$ cat src/hdl/desp_pkg.sv
`timescale 1ns / 1ps
`default_nettype none
// ----------------------------------------------------------------------------
// desp_pkg
// Shared types, constants and command/status structs of the shortest path block.
// ----------------------------------------------------------------------------
package desp_pkg;

  localparam int MaxWaypoints = 1024;
  localparam int CoordBits    = 14;
  localparam int DistBits     = 48;
  localparam int NodeMax      = MaxWaypoints + 2;
  localparam int IdxBits      = $clog2(MaxWaypoints);       // waypoint address
  localparam int CntBits      = $clog2(MaxWaypoints + 1);   // waypoint count
  localparam int NodeBits     = $clog2(NodeMax + 1);        // node id, may hold NodeMax

  typedef logic [CoordBits-1:0] coord_t;
  typedef logic [DistBits-1:0]  dist_t;
  typedef logic [NodeBits-1:0]  node_t;
  typedef logic [CntBits-1:0]   cnt_t;
  typedef logic [IdxBits-1:0]   idx_t;

  localparam dist_t DistLimit = '1;

  typedef enum logic [2:0] {
    MODE_CLEAR = 3'd0,
    MODE_ADD   = 3'd1,
    MODE_START = 3'd2,
    MODE_END   = 3'd3,
    MODE_SOLVE = 3'd4,
    MODE_READ  = 3'd5
  } mode_e;

  // Datapath operations issued by the controller.
  typedef enum logic [3:0] {
    OP_NONE,
    OP_INIT,      // write dist/parent/visited of node cnt
    OP_SCAN_RD,   // issue memory read of node cnt (scan)
    OP_SCAN_CMP,  // compare data of node cnt with best
    OP_MARK_RD,   // present best node to the point stores
    OP_MARK,      // mark best visited, latch its distance and point
    OP_RELAX_RD,  // read node cnt and its point
    OP_RELAX_WT,  // compute weight
    OP_RELAX_WR,  // compare and write back
    OP_WALK_RD,   // read parent of cur
    OP_WALK_ST,   // step cur, maybe store waypoint
    OP_REV_RD,    // read both ends of the path
    OP_REV_WR     // swap
  } op_e;

  typedef struct packed {
    op_e   op;
    node_t cnt;   // node / element counter driven by controller
    cnt_t  aux;   // second index (reverse)
  } dp_cmd_t;

  typedef struct packed {
    logic  found;     // scan found an unvisited node
    logic  walk_stop; // parent chain ended
    cnt_t  len;       // path length gathered so far
    cnt_t  count;     // waypoint count
  } dp_sts_t;

endpackage
`default_nettype wire

$ cat src/hdl/desp_ctrl.sv
`timescale 1ns / 1ps
`default_nettype none
// ----------------------------------------------------------------------------
// desp_ctrl
// Sequencer of the solve: init sweep, scan/mark/relax rounds, walk, reverse.
// ----------------------------------------------------------------------------
module desp_ctrl (
  input  wire                clk_i,
  input  wire                rst_ni,
  input  wire                start_i,
  input  desp_pkg::dp_sts_t  sts_i,
  output desp_pkg::dp_cmd_t  cmd_o,
  output logic               busy_o,
  output logic               done_o
);
  import desp_pkg::*;

  typedef enum logic [3:0] {
    S_IDLE, S_INIT, S_SCAN_RD, S_SCAN_CMP, S_MARK, S_MARK2,
    S_RX_RD, S_RX_WT0, S_RX_WT, S_RX_WR, S_WALK_RD, S_WALK_ST,
    S_REV_RD, S_REV_WR, S_DONE
  } state_e;

  state_e state_q;
  node_t  cnt_q, steps_q;
  cnt_t   aux_q;
  node_t  nodes;
  assign nodes = node_t'(sts_i.count) + node_t'(2);

  always_comb begin
    cmd_o.cnt = cnt_q;
    cmd_o.aux = aux_q;
    unique case (state_q)
      S_INIT:     cmd_o.op = OP_INIT;
      S_SCAN_RD:  cmd_o.op = OP_SCAN_RD;
      S_SCAN_CMP: cmd_o.op = OP_SCAN_CMP;
      S_MARK:     cmd_o.op = OP_MARK_RD;
      S_MARK2:    cmd_o.op = OP_MARK;
      S_RX_RD:    cmd_o.op = OP_RELAX_RD;
      S_RX_WT:    cmd_o.op = OP_RELAX_WT;
      S_RX_WR:    cmd_o.op = OP_RELAX_WR;
      S_WALK_RD:  cmd_o.op = OP_WALK_RD;
      S_WALK_ST:  cmd_o.op = OP_WALK_ST;
      S_REV_RD:   cmd_o.op = OP_REV_RD;
      S_REV_WR:   cmd_o.op = OP_REV_WR;
      default:    cmd_o.op = OP_NONE;
    endcase
  end

  assign busy_o = (state_q != S_IDLE);
  assign done_o = (state_q == S_DONE);

  // cnt_q doubles as the memory address; it is held steady over the
  // read, compare and write states of one element.
  always_ff @(posedge clk_i or negedge rst_ni) begin
    if (!rst_ni) begin
      state_q <= S_IDLE; cnt_q <= '0; aux_q <= '0; steps_q <= '0;
    end else begin
      unique case (state_q)
        S_IDLE: if (start_i) begin state_q <= S_INIT; cnt_q <= '0; end
        S_INIT: begin
          if (cnt_q == nodes - node_t'(1)) begin
            cnt_q <= '0; state_q <= S_SCAN_RD;
          end else cnt_q <= cnt_q + node_t'(1);
        end
        S_SCAN_RD:  state_q <= S_SCAN_CMP;
        S_SCAN_CMP: begin
          if (cnt_q == nodes - node_t'(1)) state_q <= S_MARK;
          else begin cnt_q <= cnt_q + node_t'(1); state_q <= S_SCAN_RD; end
        end
        S_MARK: begin
          // present best node address so its point comes out of the store
          if (!sts_i.found) begin
            state_q <= S_WALK_RD; steps_q <= '0;
          end else state_q <= S_MARK2;
          cnt_q <= '0;
        end
        S_MARK2: begin cnt_q <= '0; state_q <= S_RX_RD; end
        S_RX_RD:  state_q <= S_RX_WT0;
        S_RX_WT0: state_q <= S_RX_WT;
        S_RX_WT:  state_q <= S_RX_WR;
        S_RX_WR: begin
          if (cnt_q == nodes - node_t'(1)) begin
            cnt_q <= '0; state_q <= S_SCAN_RD;
          end else begin cnt_q <= cnt_q + node_t'(1); state_q <= S_RX_RD; end
        end
        S_WALK_RD: state_q <= S_WALK_ST;
        S_WALK_ST: begin
          if (steps_q == nodes - node_t'(1) || sts_i.walk_stop) begin
            cnt_q <= '0; aux_q <= sts_i.len - cnt_t'(1); state_q <= S_REV_RD;
          end else begin
            steps_q <= steps_q + node_t'(1); state_q <= S_WALK_RD;
          end
        end
        S_REV_RD: begin
          if (cnt_t'(cnt_q) >= aux_q || sts_i.len == '0) state_q <= S_DONE;
          else state_q <= S_REV_WR;
        end
        S_REV_WR: begin
          cnt_q <= cnt_q + node_t'(1); aux_q <= aux_q - cnt_t'(1); state_q <= S_REV_RD;
        end
        S_DONE: state_q <= S_IDLE;
        default: state_q <= S_IDLE;
      endcase
    end
  end

  a_done_from_rev: assert property (@(posedge clk_i) disable iff (!rst_ni)
    state_q == S_DONE |-> $past(state_q) == S_REV_RD) else $error("done without reverse");
  a_start_idle: assert property (@(posedge clk_i) disable iff (!rst_ni)
    start_i && state_q == S_IDLE |=> state_q == S_INIT) else $error("solve not started");
  a_wr_after_wt: assert property (@(posedge clk_i) disable iff (!rst_ni)
    state_q == S_RX_WR |-> $past(state_q) == S_RX_WT) else $error("relax order");

endmodule
`default_nettype wire

$ cat config.mk
export PLATFORM = sky130hd
export DESIGN_NAME = desp_ctrl
export DESIGN_NICKNAME = d
export VERILOG_FILES = /design/src/hdl/desp_pkg.sv /design/src/hdl/desp_ctrl.sv
export SDC_FILE = /design/constraint.sdc
export NUM_CORES = 1
export LEC_CHECK = 0
export BUFFER_PORTS_ARGS = -buffer_cell sky130_fd_sc_hd__buf_2
export CAP_MARGIN = 20
export CORE_MARGIN = 3
export CORE_UTILIZATION = 30
export CTS_BUF_LIST = sky130_fd_sc_hd__clkbuf_8
export DETAILED_ROUTE_END_ITERATION = 10
export REMOVE_ABC_BUFFERS = 1
export SLEW_MARGIN = 20
export SYNTH_ARGS = -nofsm -noshare
export SYNTH_HDL_FRONTEND = slang
export SYNTH_SLANG_ARGS = --single-unit
export TNS_END_PERCENT = 50
$ cat constraint.sdc
create_clock -name clk_i -period 2.86 [get_ports clk_i]
set_input_delay 0.286 -clock clk_i [delete_from_list [all_inputs] [get_ports clk_i]]
set_output_delay 0.286 -clock clk_i [all_outputs]
set_load 0.1 [all_outputs]
-- After elaboration in Yosys (flattened, before gate mapping)
Memory sizes are Yosys's and may differ from the RTL's.
Index checks and enable logic that the tools add are counted.
W data, S select, Z words.
- memory bits (writable): 0
- ROM bits: 64
- word-level logic and storage cells: 66
- bits of input ports: 27
- memories kept: 1
- register bits after elaboration: 37
- bits in latches: 0
- shift-type cells: 0
- reduce and logical (&&, ||, !) cells: 14
- $mul: 0
- add/subtract/negate cells: 6
- divide/modulo/power cells: 0
- equal/unequal tests: 22
- $lt $le $gt $ge: 1
- muxes and demuxes: 18
- bitwise logic cells: 0
- memories (name ; words ; bits a word ; read ports ; clocked after memory_dff ; write ports ; RTL line ; source):
    (name not given) ; 16 ; 4 ; 1 ; 0 ; 0 ; desp_ctrl.sv:33 ; unique case (state_q)
- operators with widths (cell ; number):
    $mux W11 ; 7
    $pmux W11 S6 ; 1
    $pmux W4 S14 ; 1
    $pmux W11 S2 ; 2
    $sub A11 B1 Y11 const B ; 3
    $eq A4 B4 Y1 const B ; 7
    $add A11 B1 Y11 const B ; 2
    $eq A11 B11 Y1 ; 2
    $eq A4 B3 Y1 const B ; 4
    $mux W4 ; 3
    $ne A2 B2 Y1 const B ; 6
    $add A11 B2 Y11 const B ; 1
    $ge A11 B11 Y1 ; 1
    $logic_not A11 Y1 ; 1
    $mux W3 ; 3
    $eq A4 B2 Y1 const B ; 2
    $reduce_bool A6 Y1 ; 1
    $eq A4 B1 Y1 const B ; 1
    $logic_not A4 Y1 ; 1
    $reduce_and A2 Y1 ; 2
    $reduce_and A4 Y1 ; 1
    $reduce_bool A2 Y1 ; 2
    $reduce_bool A4 Y1 ; 1
    $reduce_or A2 Y1 ; 2
    other kinds (3) ; 4

-- Longest topological paths before layout
Gate-level depths: netlist of run 1.
- depth in word-level cells: 6
- gate-level depth with buffers: 13
- depth with buffers taken out: 10

-- Least setup slack after synthesis of run 1
Ideal clock, no wire load.
- kind: reg-to-output
- start: register state_q[0]
- end: output port cmd_o[25] (netlist name)
- setup slack: -659 ps
- data arrival time: 3233 ps
- data required time: 2574 ps
- stages on the path, launching flop included: 6
- cells stage by stage: dfrtp_1 -> inv_1 -> ha_1 -> clkbuf_1 -> nor2b_1 -> a211oi_1
- RTL lines (item ; RTL line ; source):
    start, declared ; desp_ctrl.sv:24 ; state_e state_q;
    start signal, assigned ; desp_ctrl.sv:57 ; state_q <= S_IDLE; cnt_q <= '0; aux_q <= '0; steps_q <= '0;
    start signal, assigned ; desp_ctrl.sv:60 ; S_IDLE: if (start_i) begin state_q <= S_INIT; cnt_q <= '0; end
    start signal, assigned ; desp_ctrl.sv:63 ; cnt_q <= '0; state_q <= S_SCAN_RD;
    end, declared ; desp_ctrl.sv:12 ; output desp_pkg::dp_cmd_t cmd_o,

-- Worst setup path after layout of run 1
- start: register cnt_q[6]
- end: register cnt_q[6]
- word-level cells in the longest chain between the ends: 3
- elaborated cells on any way between the ends: 7
- ends and longest elaborated chain (item ; RTL line ; source):
    start, declared ; desp_ctrl.sv:25 ; node_t cnt_q, steps_q;
    start signal, assigned ; desp_ctrl.sv:64 ; end else cnt_q <= cnt_q + node_t'(1);
    $add A11 B1 Y11 / $eq A11 B11 Y1 (equally long branches) ; - ;
    $mux W11, or another cell as far along ; desp_ctrl.sv:62, desp_ctrl.sv:83 ;
    $pmux W11 S6 / $reduce_and A4 Y1 (equally long branches) ; - ;
Several ways; a longest one is shown, not always the timed one. The select of a mux whose other input is x is not followed.
A chain may end at the register's enable or synchronous reset.

==> results of run 1 <==
[critical path, stage by stage (launching register included)]
cell and delay [ns]:
dfrtp_1 0.42, xor2_1 0.20, a211oi_1 0.33, a21oi_1 0.07, a2111o_1 0.33, o31a_1 0.32
o31a_1 0.38, nor3b_2 0.27, a221o_1 0.30
[layout make-up]
class	count	area [µm²]	area share, %
clock buffer	6	82.6	1.89
clock inverter	1	7.51	0.172
timing repair buffer	84	508	11.6
sequential	37	926	21.2
inverter	23	86.3	1.98
multi-input combinational	372	2540	58.3
tap	168	210	4.82
[flip-flops by register name, indices dropped and copies added (netlist names)]
register / count
steps_q: 11
aux_q: 11
cnt_q: 11
state_q: 4
[stage by stage]
step	setup TNS, ns	util, %	hold slack [ns]	cells	worst slack [ns]
final	0	36.2	0.101	691	0.121
after global routing	0	36.2	0.175	691	0.0140
after CTS	0	36.0	0.148	691	0.0377
after detailed placement	0	35.3	0.473	684	0.0219
after global placement	0	35.3	0.458	684	0.0819
after floorplan	-3.75	-	-0.00959	432	-0.597
[cells by family after synthesis]
logic type	after synthesis	share of synthesized area (%)
fa+ha+maj	19	6.38
compound gates	137	25.8
simple gates	174	24.8
mux	11	3.02
buf+inv	51	7.52
flops	37	24.8
xor+xnor	31	7.65
[timing repair]
item | in CTS | in global routing
endpoints found under the hold margin | 0 | 0
setup endpoints to repair | 0 | 8
gates resized for setup | 0 | 4
[cell usage in the layout, fill, tap and decap left out, types with 4 or more instances in the layout]
master     n
nor3b_1    4
a221o_1    5
and2_1     5
buf_4     29
a211oi_1  11
inv_1     23
nor3_1    26
o21ai_0   33
xor2_1    10
nand4_1    4
nor4_1     4
mux2i_1    9
and3_2     5
or2_2      4
ha_1      19
o21a_1     4
buf_2     54
o31a_1     4
clkbuf_8   6
a311oi_1   6
a21oi_1   23
xnor2_1   18
nor2b_1    5
and3_1     5
nor2_1    42
nand3_1   16
nand2_1   30
or3_1      4
a31oi_1    9
dfrtp_1   37
o31ai_1    4
[routing by layer]
layer  vias up  GRT usage (%)  share of wire [%]
met5         -              0                  0
met4         0           3.59                1.1
met3        10           1.83                5.7
met2       146           27.1                 48
met1      1873           21.9                 45
li1       1829              -                  -
[worst min-delay path by stage]
stage,start,end,slack [ns]
3_5_place_dp,rst_ni,aux_q[5],0.47
2_1_floorplan,rst_ni,aux_q[0],-0.01
4_1_cts,rst_ni,aux_q[5],0.15
3_3_place_gp,rst_ni,aux_q[5],0.46
6_report,rst_ni,aux_q[5],0.10
5_1_grt,rst_ni,aux_q[9],0.18
[power by group]
group	switching, mW	leakage, nW	internal, mW	total [mW]
Sequential	0.135	0.503	0.605	0.739
Combinational	1.23	1.40	0.473	1.70
Clock	0.199	0.0433	0.191	0.390
Total	1.56	1.94	1.27	2.83
==> results.json, run 1 <==
{
  "status": "finished, final reports clean",
  "area_growth_pct": 17.0,
  "grt_usage_pct": 15.9,
  "synth_ff_type": "dfrtp_1",
  "htreeDepth": 2,
  "synthArstFlopShare_pct": 100,
  "ys_types": 73,
  "reg2reg_from": "cnt_q[6]",
  "viasPerCell": 5.58,
  "die_h_um": 117,
  "fin_nets": 569,
  "postCtsSetupBuffers": 0,
  "wirelength_um": 11400,
  "end_kind": "register",
  "setup_viol": 0,
  "worstPathMaxFanout": 11,
  "cp.required_ns": 3.02,
  "drt_iter0_drc": 231,
  "cp-start-kind": "register",
  "drc": 0,
  "design.core.area_mm2": 0.0121,
  "holdBufCountCts": 0,
  "grt_start_max_net_pins": 38,
  "ant_nets": 0,
  "rsz0062_at_grt": "false",
  "synth-edff-count": 0,
  "cts_sinks": 37,
  "synth_most_common_cell": "nor2_1",
  "fill_cells": 1239,
  "p_leak_nw": 1.94,
  "clock_latency_ns": 0.29,
  "max-vdd-ir-drop_mv": 0.450,
  "syn_avg_cell_area_um2": 8.11,
  "dr.pass1.iters": 5,
  "die_x_um": 117,
  "initial_utilization_pct": 30.9,
  "p_total_mw": 2.83,
  "synth_top_area_share_pct": 24.8,
  "post-route-period-util_pct": 95.8,
  "clk_pin_slew_ns": 0.09,
  "ys_seq_elements": 37,
  "grt_pass1_wl_um": 18400,
  "crit_end": "cnt_q[6]",
  "rrSetupSlack_ns": 0.12,
  "wl_per_cell_um": 16.4,
  "hold_class": "input port to asynchronous set/reset pin",
  "cts_tree": "done",
  "cp.arrival_ns": 2.90,
  "overflow": 0,
  "io_buffers": 54,
  "diodes": 0,
  "ioPinCount": 55,
  "max_freq_ghz": 0.365,
  "drv_cap": 0,
  "synthTopCellsByArea": "dfrtp_1, ha_1, o21ai_0",
  "finClkSkew_ns": 0.0160,
  "grt_pass1_vias": 3554,
  "gp_congestion": 0.889,
  "min_period_ns": 2.74,
  "synth.largest_area_cell": "dfrtp_1",
  "cts_buffers": 5,
  "timing_worst_setup_path_type": "register to register",
  "hold_viol_final": 0,
  "slew_headroom_pct": 39.0,
  "dp_hpwl_um": 8670,
  "rows": 40,
  "syn_inst": 460,
  "antenna_found_initial": 0,
  "startpoint": "cnt_q[6]",
  "drive_above_1_share_pct": 22.9,
  "yosysWarnings": 0,
  "p_per_area_mw_per_mm2": 649,
  "slew_viol_final": 0,
  "ys_seq_area_share_pct": 24.8,
  "cts-root-buf": "clkbuf_8",
  "rr_endpoint": "cnt_q[6]",
  "die_area_mm2": 0.0138,
  "synthTopCellsByCount": "nor2_1, dfrtp_1, o21ai_0",
  "worst_pin_slew_ns": 0.914,
  "placed_area_mm2": 0.00425,
  "routed-via-count": 3858,
  "cts_max_path_buffers": 2,
  "syn_area_mm2": 0.00373,
  "finalInstanceArea_mm2": 0.00436,
  "worstRegToRegCells": 8
}
Power figures use the tool's default switching activity.
==> run 2, diff against run 1 <==
--- a/config.mk
+++ b/config.mk
@@ -7,10 +7,10 @@
 export LEC_CHECK = 0
 export BUFFER_PORTS_ARGS = -buffer_cell sky130_fd_sc_hd__buf_2
 export CAP_MARGIN = 20
-export CORE_MARGIN = 3
-export CORE_UTILIZATION = 30
+export CORE_UTILIZATION = 55
 export CTS_BUF_LIST = sky130_fd_sc_hd__clkbuf_8
 export DETAILED_ROUTE_END_ITERATION = 10
+export PLACE_DENSITY = 0.77
 export REMOVE_ABC_BUFFERS = 1
 export SLEW_MARGIN = 20
 export SYNTH_ARGS = -nofsm -noshare
==> results.json, run 2 (synthesis results as in run 1) <==
{
  "status": "finished, violations left",
  "violations": "DRC",
  "drt_iter0_drc": 322,
  "reg2reg_from": "steps_q[6]",
  "post-route-period-util_pct": 94.2,
  "slew_headroom_pct": 43.3,
  "die_x_um": 84.3,
  "clock_latency_ns": 0.30,
  "cts_max_path_buffers": 2,
  "cp-start-kind": "register",
  "worstPathMaxFanout": 8,
  "die_area_mm2": 0.00711,
  "ant_nets": 0,
  "crit_chain": "xnor2_1 > or4b_1 > a211oi_2 > o2111a_1 > nor2_4 > or2_0 > a221o_1",
  "slew_viol_final": 0,
  "htreeDepth": 2,
  "hold_viol_final": 0,
  "max-vdd-ir-drop_mv": 0.745,
  "grt_pass1_wl_um": 16600,
  "min_period_ns": 2.69,
  "finalSetupTns_ns": 0,
  "dr.pass1.iters": 8,
  "p_per_area_mw_per_mm2": 682,
  "worst_pin_slew_ns": 0.851,
  "wirelength_um": 9930,
  "viasPerCell": 6.38,
  "finalInstanceArea_mm2": 0.00428,
  "cts_sinks": 37,
  "cts_buffers": 5,
  "drv_cap": 0,
  "gp_congestion": 0.890,
  "ioPinCount": 55,
  "clk_pin_slew_ns": 0.08,
  "holdBufCountCts": 0,
  "io_buffers": 54,
  "setup_viol": 0,
  "cp.arrival_ns": 2.87,
  "max_freq_ghz": 0.371,
  "drc": 6,
  "hold_ws_ns": 0.0881,
  "timing_worst_setup_path_type": "register to register",
  "die_h_um": 84.3,
  "reg_top3": "aux_q (11), cnt_q (11), steps_q (11)",
  "grt_usage_pct": 28.7,
  "design.core.area_mm2": 0.00646,
  "end_kind": "register",
  "crit_slowest_cell": "or4b_1",
  "fin_nets": 567,
  "overflow": 0,
  "p_total_mw": 2.92,
  "fill_cells": 549,
  "layout_common_cells": "buf_2, nor2_1, dfrtp_1, o21ai_0, nand2_1",
  "p_leak_nw": 1.95,
  "dp_hpwl_um": 7530,
  "finClkSkew_ns": 0.00733,
  "hold_class": "input port to asynchronous set/reset pin",
  "cts_tree": "done",
  "rows": 29,
  "worstRegToRegCells": 7,
  "routed-via-count": 3822,
  "final_common_cell": "buf_2",
  "placed_area_mm2": 0.00412,
  "antenna_found_initial": 0,
  "grt_pass1_vias": 3393,
  "drive_above_1_share_pct": 23.0,
  "cp.required_ns": 3.04,
  "cpPeakStageDelay_ns": 0.53,
  "cts-root-buf": "clkbuf_8",
  "diodes": 0,
  "initial_utilization_pct": 57.7,
  "wl_per_cell_um": 16.6,
  "rr_endpoint": "cnt_q[8]",
  "area_growth_pct": 14.7,
  "rrSetupSlack_ns": 0.17,
  "grt_start_max_net_pins": 38,
  "rsz0062_at_grt": "true"
}
==> run 2: cell types whose count changed in the layout (fill, tap and decap cells not counted), sizes merged <==
| cell | change |
|---|---|
| buf | -2 |
| bufinv | +1 |
==> run 2: report_power, final <==
part / switching, mW / internal, mW
combinational: 1.22 / 0.476
clock: 0.208 / 0.284
sequential: 0.125 / 0.605
total: 1.55 / 1.36
==> run 2: worst max-delay path by stage <==
stage | from | to | slack [ns]
floorplan | state_q[0] | cmd_o[25] | -0.60
global placement | sts_i[0] | cnt_q[6] | 0.08
detailed placement | sts_i[1] | cnt_q[0] | -0.07
CTS | state_q[1] | aux_q[9] | 0.12
global route | state_q[1] | aux_q[10] | -0.05
finish | steps_q[6] | cnt_q[8] | 0.17
==> run 2: critical path: cells and delay by family, from the launching register on <==
kind            cells  cell delay, ns
compound gates      3            0.97
simple gates        3            1.02
flops               1            0.43
xor+xnor            1            0.17
==> run 2: per-stage QoR <==
stage	util [%]	setup WS [ns]	instances
after floorplan	-	-0.597	432
after global placement	63.9	0.0795	591
after detailed placement	63.9	-0.0748	591
after CTS	65.7	0.123	599
after global routing	66.2	-0.0521	599
final	66.2	0.166	599
==> run 2: layout make-up <==
class                   instances  area (µm²)  area share, %
inverters                      23        86.3           2.02
flip-flops and latches         37         926           21.7
clock buffers                   6        82.6           1.93
well taps                      77        96.3           2.25
repair buffers                 82         493           11.5
multi-input cells             372        2550           59.7
clock inverters                 2        37.5          0.878
==> run 2: per-layer routing <==
| layer | up-vias | share of wire [%] | GRT usage [%] | wire [µm] |
|---|---|---|---|---|
| li1 | 1821 | - | - | - |
| met1 | 1800 | 46 | 40.7 | 4580 |
| met2 | 180 | 46 | 46.1 | 4570 |
| met3 | 21 | 5.9 | 3.44 | 586 |
| met4 | 0 | 1.9 | 8.63 | 190 |
| met5 | - | 0 | 0 | 0 |
==> run 2: timing repair <==
action	CTS	global route
endpoints found under the setup margin	0	14
buffers inserted	0	0
gates resized for setup	0	6
